**config.mk**
```make
export PLATFORM = sky130hd
export DESIGN_NAME = brf_ram
export DESIGN_NICKNAME = d
export VERILOG_FILES = /design/src/sv/binned_rms_feature_l2_norm_defines.svh /design/src/sv/brf_ram.sv
export SDC_FILE = /design/constraint.sdc
export NUM_CORES = 1
export LEC_CHECK = 0
export BUFFER_PORTS_ARGS = -buffer_cell sky130_fd_sc_hd__buf_4
export CORE_MARGIN = 2
export CORE_UTILIZATION = 40
export CTS_BUF_LIST = sky130_fd_sc_hd__clkbuf_8
export DETAILED_ROUTE_END_ITERATION = 7
export GPL_TIMING_DRIVEN = 0
export SLEW_MARGIN = 20
export SYNTH_ARGS = -nofsm -noshare
export SYNTH_HDL_FRONTEND = slang
export SYNTH_SLANG_ARGS = --single-unit
```
**constraint.sdc**
```tcl
create_clock -name clk -period 2.9 [get_ports clk]
set_clock_uncertainty 0.05 [all_clocks]
set_input_delay 0.145 -clock clk [delete_from_list [all_inputs] [get_ports clk]]
set_output_delay 0.145 -clock clk [all_outputs]
set_load 0.1 [all_outputs]
```
**src/sv/binned_rms_feature_l2_norm_defines.svh**
```systemverilog
// assertion helpers for the binned rms feature block
`ifndef BINNED_RMS_FEATURE_L2_NORM_DEFINES_SVH
`define BINNED_RMS_FEATURE_L2_NORM_DEFINES_SVH

// property that must hold in the cycle after a trigger
`define BRF_ASSERT_NEXT(label, trig, prop) \
    label: assert property (@(posedge clk) disable iff (!rst_n) (trig) |=> (prop)) \
        else $error("check failed");

// property that must hold in the same cycle as a trigger
`define BRF_ASSERT_NOW(label, trig, prop) \
    label: assert property (@(posedge clk) disable iff (!rst_n) (trig) |-> (prop)) \
        else $error("check failed");

`endif

```
**src/sv/brf_ram.sv**
```systemverilog
module brf_ram #(
    parameter int Width = 8,
    parameter int Depth = 32
) (
    input  logic                     clk,
    input  logic                     we,
    input  logic [$clog2(Depth)-1:0] waddr,
    input  logic [Width-1:0]         wdata,
    input  logic [$clog2(Depth)-1:0] raddr,
    output logic [Width-1:0]         rdata
);

    logic [Width-1:0] mem_reg [Depth];

    always_ff @(posedge clk)
    begin
        if (we)
        begin
            mem_reg[waddr] <= wdata;
        end
        rdata <= mem_reg[raddr];
    end

endmodule

```
Word level (Yosys, flattened, before mapping):

Memory sizes are Yosys's and may differ from the RTL's. A register that Yosys moved wholly into a read port is not among the register bits.
Cells that the tools add are included.

* mux-type cells: 2

Operators by type and width (number)
* two-way mux 1 bit: 2

* register bits: 0
* output and inout port bits: 8
* memories: 1
* memory bits (writable): 256
* input port bits: 20
* word-level logic and storage cells: 3

Memories
* mem_reg: depth 32, bits a word 8, rd ports 1, clocked after Yosys merged registers in 1, wr ports 1, RTL line brf_ram.sv:13 `logic [Width-1:0] mem_reg [Depth];`

Depth between registers and ports, before layout:

* word-level depth: 2
* gate-level depth with buffers: 5
* gate-level depth less buffers: 3

Worst setup path before layout:

Ideal clock, no wire load.

* path type: input to register
* start: input raddr[2]
* end: register rdata[0] (read register of mem_reg)
* library setup time: 0.121 ns
* arrival time: 1.827 ns
* buffers on the path: 2
* path slack: 0.903 ns
* stages on the path: 5
* required time: 2.729 ns
* cell sequence: clkbuf_1 clkbuf_1 mux4_2 mux4_2 mux2_2

RTL lines
* start, declared: RTL line brf_ram.sv:9 `input logic [$clog2(Depth)-1:0] raddr,`
* end, declared: RTL line brf_ram.sv:10 `output logic [Width-1:0] rdata`

==> metrics.csv <==
stage,metric,value,unit
synth,largest_cells_by_area_after_synthesis,"edfxtp_1 76%, mux4_2 18%, dfxtp_1 1.6%, nor2_1 1.2%, mux2_2 0.90%",
power,swShare,22.6,%
timing,fin_tns_setup,0,ns
cells_and_area,num_antenna_cells,0,
die,floorplan.die_area,0.0264,mm²
synth,number_of_nets_in_the_synthesized_netlist,437,
cts,clkTransAtPathRegs,0.06,ns
timing,setup_viol,0,
power,power.share.combinational,7.1,%
die,fp.coreArea,0.0249,mm²
routing,total_iterations_of_the_first_detailed_routing_run,5,
setup_path,crit_path_start_kind,primary input,
cts,clock_latency,0.53,ns
cells_and_area,max_reg_flops,256,
routing,avgRoutedWirePerCell,23.8,µm
routing,drt_iter0_drc,376,
global_route,global_route.usage.total,15.9,%
cts,cts_max_path_buffers,3,
die,floorplan.initialDensity,40.4,%
synth,synth_cells,417,
power,power.ir.vdd_worst,0.000286,V
timing,tightestPinTransition,0.874,ns
cells_and_area,final_nets,510,
synth,synth.largest_area_cell,edfxtp_1,
power,p_per_area,662,mW/mm²
timing,hold_violations,0,
setup_path,worstPathCellList,"clkbuf_1, clkbuf_1, mux4_2, mux4_2, mux2_2",
run,timing.max_cap.violations,0,
synth,ys_ff_latch,264,
timing,setup_repair_after_global_routing_missed_its_margin,false,
routing,route.vias.total,4482,
cells_and_area,areaGrowthSynthToFinish,13.8,%
setup_path,critPathKind,in2reg,
cells_and_area,drive_gt1_share,32.9,%
cts,tritoncts.num_buffers,42,
power,total_leakage_power,3.57,nW
global_route,number_of_global_route_vias_before_repair,4758,
setup_path,arrival,2.53,ns
routing,routed_wl,20200,µm
placed_design,routabilityCongestion,0.754,
cts,tritoncts,built,
placed_design,dpl.cell_count,769,
timing,fin_crit_sh,75.2,%
power,fin_total_pwr,7.57,mW
power,p_seq_share,56.2,%
synth,synth_area_per_cell,24.1,µm²
routing,route.detailed.drc,0,
die,placement_rows,58,
cells_and_area,final-instance-count-excl-fill,850,
setup_path,critical_path_peak_fanout,10,
placed_design,place_hpwl,12900,µm
setup_path,cp_data_required_time,3.25,ns
timing,period_needed,2.18,ns
cts,post_cts_resize_count,0,
synth,synth_top_cell_area_share,76.5,%
die,chipHeight,163,µm
placed_design,io_buffers,22,
worst_hold_path,worstHoldPathType,in2reg,
global_route,grt_pass1_wl,30000,µm
cts,h-tree-depth,2,
synth,yosysWarnings,0,
cts,clkSinkCount,264,
timing,final-max-slew-violation-count,0,
power,total_switching_power,1.71,mW
cells_and_area,sequential_cell_area,0.00785,mm²
synth,seq_area_frac_synth,78.1,%
power,pwr-share-clk,36.7,%
global_route,antenna_found_initial,0,
synth,yosysUniqueCellTypes,15,
synth,post_synth_instance_area,0.0101,mm²
cells_and_area,commonest_cells_after_routing_fill_and_taps_aside,"256 x edfxtp_1, 80 x mux4_2, 45 x clkbuf_8",
outcome,status,"finished, final reports clean",
timing,max_slew_margin,41.7,%
setup_path,end_kind,flop,
cells_and_area,filler_cell_count_in_the_final_layout,2063,
cells_and_area,multi_input_comb_area,0.00210,mm²
cts,root_buffer,clkbuf_8,
power,internal_power,5.86,mW
cells_and_area,layout.cells.most_common,edfxtp_1,
global_route,globalRoute.totalOverflow,0,
timing,max_freq,0.458,GHz
setup_path,cpPeakStageDelay,0.69,ns
routing,number_of_antenna_violating_nets_in_the_routed_design,0,
die,die_width,163,µm
die,io_pins,28,
routing,vias_per_inst,5.27,
global_route,grt_max_degree,33,
setup_path,cell_with_the_largest_stage_delay_on_the_worst_path,clkbuf_1,
==> cells in the mapped netlist, drive strengths merged <==
library cell and n:
mux2 8, mux4 80, nand3b 5, clkbuf 6, or3b 3, or3 1, nand2 1, edfxtp 256
buf 14, dfxtp 8, nor2 33, nand3 2
==> cell families after synthesis <==
family        synth area share, %
mux                          18.8
simple gates                 2.07
flops                        78.1
buf+inv                      1.06
==> power by group through the flow <==
stage	sequential, mW	clock, mW	combinational (mW)
final	4.26	2.78	0.538
after global routing	4.26	3.01	0.567
after CTS	4.26	2.85	0.546
after detailed placement	4.34	0	0.537
after global placement	4.33	0	0.527
after floorplan	4.45	0	0.226
==> layer usage <==
layer | up-vias | share of wire, % | global-route usage [%]
li1 | 1927 | - | -
met1 | 2385 | 43 | 22.0
met2 | 140 | 48 | 25.0
met3 | 30 | 6.5 | 3.39
met4 | 0 | 2.1 | 6.15
met5 | - | 0 | 0
==> path summary, 6_finish.rpt <==
| check | startpoint | endpoint | slack (ns) | depth (start not counted) |
|---|---|---|---|---|
| max | raddr[2] | rdata[3] | 0.72 | 5 |
| min | wdata[4] | mem_reg[29][4] | 0.02 | 1 |
| max reg2reg | mem_reg[5][1] | rdata[1] | 1.00 | 3 |
| min reg2reg | mem_reg[6][6] | rdata[6] | 0.90 | 3 |
==> worst max-delay path, delay by kind of cell <==
kind                   cells  cell delay (ns)
buffers and inverters      2             1.09
multiplexers               3             1.28
==> through the flow <==
| step | utilization [%] | setup WS (ns) | area [µm²] | hold slack [ns] |
|---|---|---|---|---|
| after CTS | 46.0 | 0.707 | 11400 | 0.00319 |
| final | 46.0 | 0.718 | 11400 | 0.0157 |
| after global placement | 42.7 | 0.192 | 10600 | 0.513 |
| after detailed placement | 42.7 | 0.155 | 10600 | 0.538 |
| after global routing | 46.0 | 0.669 | 11400 | 0.0234 |
| after floorplan | - | 0.903 | 10100 | 0.194 |
==> timing repair <==
item / in CTS / in global routing
hold endpoints to repair: 135 / 0
hold buffers: 7 / 0
setup buffers: 0 / 0
==> cell type report <==
cell class                      instances  share of cell area [%]
Multi-Input combinational cell        133                    18.4
Clock inverter                         29                    1.03
Clock buffer                           45                    5.41
Sequential cell                       264                    68.6
Timing Repair Buffer                   29                    2.06
Tap cell                              330                    3.61
Buffer                                 20                   0.930
Note: power is estimated with default switching activity, not from simulation.
