==> src/sv/binned_rms_feature_l2_norm_defines.svh <==
// assertion helpers for the binned rms feature block
`ifndef BINNED_RMS_FEATURE_L2_NORM_DEFINES_SVH
`define BINNED_RMS_FEATURE_L2_NORM_DEFINES_SVH

// property that must hold in the cycle after a trigger
`define BRF_ASSERT_NEXT(label, trig, prop) \
    label: assert property (@(posedge clk) disable iff (!rst_n) (trig) |=> (prop)) \
        else $error("check failed");

// property that must hold in the same cycle as a trigger
`define BRF_ASSERT_NOW(label, trig, prop) \
    label: assert property (@(posedge clk) disable iff (!rst_n) (trig) |-> (prop)) \
        else $error("check failed");

`endif

==> src/sv/brf_pkg.sv <==
package brf_pkg;

    localparam int FeatureBins = 32;
    localparam int BinBits = 5;
    localparam int EnergyBits = 50;
    localparam int RmsBits = 16;
    localparam int LenBits = 17;
    localparam int MaxFrames = 65536;
    localparam int MaxChannels = 8;
    localparam int SumBits = 37;
    localparam int QuotBits = 64;

    typedef struct packed {
        logic signed [15:0] sample;
        logic [16:0]        segment_length;
        logic [15:0]        seg_tag;
    } in_beat_t;

    typedef struct packed {
        logic [4:0]  bin_index;
        logic [15:0] feature_value;
        logic [15:0] seg_tag_out;
        logic        last;
    } out_beat_t;

    typedef enum logic [3:0] {
        ST_IDLE,
        ST_CLEAR,
        ST_ACC,
        ST_RMS_RD,
        ST_RMS_DIV,
        ST_RMS_SQRT,
        ST_SUM_RD,
        ST_SUM_ADD,
        ST_OUT_RD,
        ST_OUT_DIV,
        ST_OUT_SQRT,
        ST_OUT_EMIT
    } state_t;

    // start/result handshake between control and the shared divide/sqrt unit
    typedef struct packed {
        logic div_start;
        logic sqrt_start;
    } math_ctl_t;

    typedef struct packed {
        logic div_busy;
        logic sqrt_busy;
    } math_sts_t;

endpackage

==> src/sv/brf_math.sv <==
module brf_math (
    input  logic                             clk,
    input  logic                             rst_n,
    input  brf_pkg::math_ctl_t               ctl,
    input  logic [brf_pkg::QuotBits-1:0]     num,
    input  logic [brf_pkg::QuotBits-1:0]     den,
    input  logic [brf_pkg::QuotBits-1:0]     root_in,
    output brf_pkg::math_sts_t               sts,
    output logic [brf_pkg::QuotBits-1:0]     quot,
    output logic [brf_pkg::QuotBits/2-1:0]   root
);
    import brf_pkg::*;

    // restoring divider, one quotient bit a cycle
    logic [QuotBits-1:0] rem_reg, rem_next;
    logic [QuotBits-1:0] q_reg, q_next;
    logic [QuotBits-1:0] d_reg, d_next;
    logic [6:0]          dcnt_reg, dcnt_next;
    logic                dbusy_reg, dbusy_next;
    logic [QuotBits:0]   trial;

    // bit-pair square root, one result bit a cycle
    logic [QuotBits-1:0]   x_reg, x_next;
    logic [QuotBits+1:0]   r_reg, r_next;
    logic [QuotBits/2-1:0] s_reg, s_next;
    logic [5:0]            scnt_reg, scnt_next;
    logic                  sbusy_reg, sbusy_next;
    logic [QuotBits+1:0]   r_sh;
    logic [QuotBits+1:0]   t_sq;

    always_comb
    begin
        rem_next   = rem_reg;
        q_next     = q_reg;
        d_next     = d_reg;
        dcnt_next  = dcnt_reg;
        dbusy_next = dbusy_reg;
        trial      = '0;
        if (ctl.div_start)
        begin
            rem_next   = '0;
            q_next     = num;
            d_next     = den;
            dcnt_next  = 7'(QuotBits);
            dbusy_next = 1'b1;
        end
        else if (dbusy_reg)
        begin
            trial = {rem_reg, q_reg[QuotBits-1]} - {1'b0, d_reg};
            if (!trial[QuotBits])
            begin
                rem_next = trial[QuotBits-1:0];
                q_next   = {q_reg[QuotBits-2:0], 1'b1};
            end
            else
            begin
                rem_next = {rem_reg[QuotBits-2:0], q_reg[QuotBits-1]};
                q_next   = {q_reg[QuotBits-2:0], 1'b0};
            end
            dcnt_next = dcnt_reg - 7'd1;
            if (dcnt_reg == 7'd1)
            begin
                dbusy_next = 1'b0;
            end
        end
    end

    always_comb
    begin
        x_next     = x_reg;
        r_next     = r_reg;
        s_next     = s_reg;
        scnt_next  = scnt_reg;
        sbusy_next = sbusy_reg;
        r_sh       = {r_reg[QuotBits-1:0], x_reg[QuotBits-1:QuotBits-2]};
        t_sq       = {{(QuotBits/2){1'b0}}, s_reg, 2'b01};
        if (ctl.sqrt_start)
        begin
            x_next     = root_in;
            r_next     = '0;
            s_next     = '0;
            scnt_next  = 6'(QuotBits/2);
            sbusy_next = 1'b1;
        end
        else if (sbusy_reg)
        begin
            x_next = {x_reg[QuotBits-3:0], 2'b00};
            if (r_sh >= t_sq)
            begin
                r_next = r_sh - t_sq;
                s_next = {s_reg[QuotBits/2-2:0], 1'b1};
            end
            else
            begin
                r_next = r_sh;
                s_next = {s_reg[QuotBits/2-2:0], 1'b0};
            end
            scnt_next = scnt_reg - 6'd1;
            if (scnt_reg == 6'd1)
            begin
                sbusy_next = 1'b0;
            end
        end
    end

    always_ff @(posedge clk or negedge rst_n)
    begin
        if (!rst_n)
        begin
            dcnt_reg  <= '0;
            dbusy_reg <= 1'b0;
            scnt_reg  <= '0;
            sbusy_reg <= 1'b0;
        end
        else
        begin
            dcnt_reg  <= dcnt_next;
            dbusy_reg <= dbusy_next;
            scnt_reg  <= scnt_next;
            sbusy_reg <= sbusy_next;
        end
    end

    always_ff @(posedge clk)
    begin
        rem_reg <= rem_next;
        q_reg   <= q_next;
        d_reg   <= d_next;
        x_reg   <= x_next;
        r_reg   <= r_next;
        s_reg   <= s_next;
    end

    assign sts.div_busy  = dbusy_reg;
    assign sts.sqrt_busy = sbusy_reg;
    assign quot          = q_reg;
    assign root          = s_reg;

endmodule

==> config.mk <==
export PLATFORM = sky130hd
export DESIGN_NAME = brf_math
export DESIGN_NICKNAME = d
export VERILOG_FILES = /design/src/sv/binned_rms_feature_l2_norm_defines.svh /design/src/sv/brf_pkg.sv /design/src/sv/brf_math.sv
export SDC_FILE = /design/constraint.sdc
export NUM_CORES = 1
export LEC_CHECK = 0
export ABC_AREA = 1
export ABC_CLOCK_PERIOD_IN_PS = 3800
export BUFFER_PORTS_ARGS = -buffer_cell sky130_fd_sc_hd__buf_4
export CORE_ASPECT_RATIO = 0.5
export CORE_MARGIN = 2
export CORE_UTILIZATION = 35
export CTS_CLUSTER_DIAMETER = 100
export CTS_CLUSTER_SIZE = 8
export DETAILED_ROUTE_END_ITERATION = 16
export SETUP_SLACK_MARGIN = 0.05
export SYNTH_ARGS = -nofsm -noshare
export SYNTH_HDL_FRONTEND = slang
export SYNTH_SLANG_ARGS = --single-unit
==> constraint.sdc <==
create_clock -name clk -period 3.8 [get_ports clk]
set_input_delay 0.38 -clock clk [delete_from_list [all_inputs] [get_ports clk]]
set_output_delay 0.38 -clock clk [all_outputs]
set_load 0.05 [all_outputs]
---- After elaboration in Yosys (flattened, before gate mapping) ----
Cells that the tools add are included.
word-level totals
  register bits ........................... 367
  input bits .............................. 196
  output and inout port bits .............. 98
cells by class
  $add $sub $neg .......................... 4
  $lt $le $gt $ge ......................... 1
  equal/unequal tests ..................... 2
  muxes and demuxes ....................... 18
  reductions and logical operators ........ 2
operators with widths
  cell                                                  count
  2-to-1 mux 64 bit                                     6
  greater-or-equal comparator 66 x 34 -> 1 bit          1
  subtractor 65 x 64 -> 65 bit                          1
  subtractor 64 x 34 -> 64 bit                          1
  2-to-1 mux 7 bit                                      2
  2-to-1 mux 6 bit                                      2
  2-to-1 mux 1 bit                                      8
  equality test 7 x 1 -> 1 bit (second input constant)  1
  subtractor 7 x 1 -> 7 bit (second input constant)     1
  equality test 6 x 1 -> 1 bit (second input constant)  1
  subtractor 6 x 1 -> 6 bit (second input constant)     1
  nonzero test 2 bit                                    2

---- Depth between registers and ports, before layout ----
  word-level depth ........................ 4
  gate-level depth with buffers ........... 21

---- Worst setup path before layout ----
Ideal clock, no wire load.
  path kind ............................... reg2reg
  start ................................... reg sbusy_reg
  end ..................................... reg x_reg[0], enable pin
  library setup time ...................... 0.454 ns
  data arrival time ....................... 2.494 ns
  required time ........................... 3.346 ns
  path slack .............................. 0.852 ns
  stages on the path, launching flop included .. 4
  buffers on the path ..................... 1
  cell sequence ........................... dfrtp_1 -> nor2_1 -> inv_1 -> clkbuf_1
on the way
  cells in the longest elaborated chain, start to end .. 1
RTL lines
  what                                 RTL line         source
  from (decl)                          brf_math.sv:27   logic sbusy_reg, sbusy_next;
  from (signal assigned)               brf_math.sv:120  sbusy_reg <= sbusy_next;
  nonzero test 2 bit (no source line)  n/a
  to (signal assigned)                 brf_math.sv:129  x_reg <= x_next;
  to (decl)                            brf_math.sv:23   logic [QuotBits-1:0] x_reg, x_next;
Every way passes these cells.
A chain may end at the register's enable or synchronous reset.

---- Final worst setup path ----
  start ................................... reg s_reg[2], in the netlist root[2]
  end ..................................... reg r_reg[1]
on the way
  cells in the longest elaborated chain, start to end .. 2
RTL lines
  what                                          RTL line         source
  from (decl)                                   brf_math.sv:25   logic [QuotBits/2-1:0] s_reg, s_next;
  from (signal assigned)                        brf_math.sv:131  s_reg <= s_next;
  greater-or-equal comparator 66 x 34 -> 1 bit  brf_math.sv:88   if (r_sh >= t_sq)
  2-to-1 mux 64 bit                             brf_math.sv:88
  to (signal assigned)                          brf_math.sv:130  r_reg <= r_next;
  to (decl)                                     brf_math.sv:24   logic [QuotBits+1:0] r_reg, r_next;
Every way passes these cells.

==> metrics.txt <==
slowest library cell on the worst path inv_2; switching part of the total around 43%; final-report setup violation count 0; Pins Over Slew Limit 0; # DRC 0; CP Max Fanout 24; Setup CP Type reg -> reg; post-cts resize count 0; max-cap violations 0; core area between 70000 and 80000 um^2; FMAX around 320 MHz; final setup TNS 0 ns; unrepaired setup endpoints after global routing false; CTS tree done; Hold/Removal Path Class in -> reg; Area growth, synth to finish 21.4%; Final nets around 4500; total CTS buffers between 50 and 60; P_int 0.00958 W; crit path cell chain inv_1 > ha_1 > nand2_1 > inv_1 > nand2_1 > nand3_1 > nand2_1 > nand2_1 > nand2_1 > nand2_1 > nand2_1 > nand3_2 > inv_2 > nand2_1 > o21ai_1 > nand2_1 > o21ai_1; largest net degree at the start of global routing 71; Startpoint Class register; num rows 69; Req. time, crit path 4.33 ns; fin crit period ~3.2 ns; Starting Density about a third; CP most frequent cell nand2_1; vias in the first global route around 23000; Die Span X roughly 380 um; total number of vias roughly 24000; Post-Syn Nets around 4100; Max H-tree Level 2; unique cell type count in the Yosys netlist between 40 and 50; ys async rst share under 10%; Seq pwr share 30.4%; Final ANT Viol Nets 0; Routed WL ~80000 um; DRT Pass-1 Iters 6; Psw between 0.007 and 0.008 W; largest cells by area after synthesis nand2_1, edfxtp_1, dfxtp_1; global-route wire length before repair approximately 130000 um; GP Congestion between 0.9 and 1; DP HPWL around 62000 um; clock root buffer clkbuf_16; Worst-Margin Slew about 1.2 ns; Syn Area/Cell between 6 and 7 um^2; Clock power frac approximately 26%; initial antenna violation count 1; Synthesis Warnings 0; area leader, netlist nand2_1; Slew headroom about 22%; Post-Synthesis Cells 3841; final worst setup slack approximately 0.63 ns; grt ovf 0; Pwr Density roughly 560 nW/um^2; post-synth top area share 25.6%; fin crit share 83.3%; latest clock arrival within the worst-skew pair between 0.6 and 0.7 ns; DP Worst Slack about 0.67 ns; part of the Yosys area used for sequential elements 37.6%; 1st-iter DRT viols around 1500; IO buf count just under 300; Final Skew 0.0253 ns; Die ar. roughly 73000 um^2; P_leak between 15 and 20 nW; clock-pin slew on the worst setup and hold paths ~0.05 ns; Synth Flop Type edfxtp_1; largest buffer count on any clock path 3; share of cells above drive strength 1 10.4%; gr usage total 21.6%; final hold vios 0; Max VDD drop about 0.37 mV; Die Y 192 um; outcome finished clean; WP data arrival ~3.7 ns; total number of clock tree sinks roughly 370; Gate power share between 40% and 50%; WL per Instance around 15 um; Worst Setup End Kind register; number of synthesized flops with an enable pin 192; post-DR vias/cell roughly 4.7; synthesized area 24900 um^2; I/O pins 294; #FFs+latches synth ~370; slowest stage delay, CP around 0.56 ns
-- worst max-delay path, delay by kind of cell (launching register included) --
kind                       cells  cell delay [ns]
and+or+nand+nor               11             1.46
buffers and inverters          3             0.72
adders and majority gates      1             0.36
DFF                            1             0.33
AOI/OAI and AO/OA              2             0.19
-- power by group through the flow --
stage	sequential (W)	combinational [W]	clock (W)
floorplan	0.00534	0.00478	0
global placement	0.00517	0.00729	0
finish	0.00512	0.00739	0.00434
CTS	0.00511	0.00735	0.00449
global route	0.00518	0.00827	0.00466
detailed placement	0.00518	0.00726	0
-- stage by stage --
step | cells | area, um^2 | power [W] | util (%) | hold WS (ns)
6_report | 5181 | 30200 | 0.0168 | 42.8 | 0.0454
5_1_grt | 5181 | 30200 | 0.0181 | 42.8 | 0.0203
4_1_cts | 5180 | 30200 | 0.0169 | 42.8 | 0.0000111
3_5_place_dp | 5024 | 28000 | 0.0124 | 39.7 | 0.288
3_3_place_gp | 5024 | 28000 | 0.0125 | 39.7 | 0.284
2_1_floorplan | 3841 | 24900 | 0.0101 | - | 0.0844
-- kinds of logic (layout without fill, tap and decap cells) --
logic type               Yosys count  count (layout)  synth area share [%]
AND/OR/NAND/NOR                 2246            2246                  36.7
buffers and inverters            771            1152                  12.1
flip-flops                       367             367                  37.6
AO/OA/AOI/OAI                    292             292                  6.27
adder cells (fa/ha/maj)          103             103                  5.21
XOR/XNOR                          62              62                  2.18
other                              0               1                     0
-- layer usage --
layer,up-vias,wire [um],share of wire [%],track usage (%)
met3,96,4830,6.0,3.80
met2,572,36400,46,36.9
met5,-,0,0,0
met4,0,1750,2.2,5.55
li1,12500,-,-,-
met1,11000,36800,46,28.3
-- layout by cell type (no fill, tap or decap), types with 15 or more instances in the layout --
| cell | count |
|---|---|
| dlygate4sd3_1 | 70 |
| edfxtp_1 | 192 |
| nand2_1 | 1693 |
| nand3b_1 | 22 |
| a21oi_1 | 123 |
| dfrtp_1 | 15 |
| o21ai_0 | 79 |
| nor2_1 | 224 |
| nand3_1 | 178 |
| dfxtp_1 | 160 |
| clkbuf_1 | 32 |
| inv_1 | 667 |
| nand4_1 | 22 |
| ha_1 | 102 |
| o21ai_1 | 34 |
| nor3_1 | 33 |
| xnor2_1 | 50 |
| o22ai_1 | 35 |
| buf_4 | 310 |
| clkbuf_16 | 51 |
-- area by class of cell --
| cell class | count | area [um^2] |
|---|---|---|
| clock buffer | 83 | 1400 |
| timing repair buffer | 384 | 3110 |
| multi-input combinational | 2703 | 12500 |
| fill | 7610 | 40400 |
| inverter | 682 | 2560 |
| tap | 958 | 1200 |
| sequential | 367 | 9340 |
| clock inverter | 3 | 52.6 |
| antenna | 1 | 2.50 |
-- cell usage after synthesis, types with 3 or more instances --
cell / n
xnor2_1: 50
nand2_4: 10
nand4_1: 22
inv_1: 669
buf_1: 10
o21bai_1: 8
dfrtp_1: 15
buf_2: 11
buf_4: 4
nand3b_1: 22
nor2_2: 9
dfxtp_1: 160
ha_1: 102
nor2_1: 228
o211ai_1: 5
inv_2: 12
o21ai_0: 79
nand2_2: 13
nand3_1: 178
edfxtp_1: 192
clkbuf_1: 54
nor3_1: 33
buf_6: 9
nand3_2: 12
or2_2: 3
nand2_1: 1693
and2_1: 4
nor4_1: 13
o22ai_1: 35
a21oi_1: 123
xor2_1: 12
o21ai_1: 34
-- final timing paths --
path	start	end	slack, ns	cells past startpoint
min in group asynchronous	rst_n	dcnt_reg[0]	0.23	2
max in group asynchronous	rst_n	scnt_reg[3]	3.33	2
min reg2reg	r_reg[61]	r_reg[61]	0.47	2
max reg2reg	root[2]	r_reg[1]	0.63	17
max	root[2]	r_reg[1]	0.63	17
min	root_in[4]	x_reg[4]	0.05	3
-- what timing repair did --
item | CTS | global route
endpoints found under the setup margin | 0 | 0
setup buffers | 0 | 0
hold buffers | 70 | 0
hold endpoints to repair | 84 | 0
Note: power is estimated with default switching activity, not from simulation.
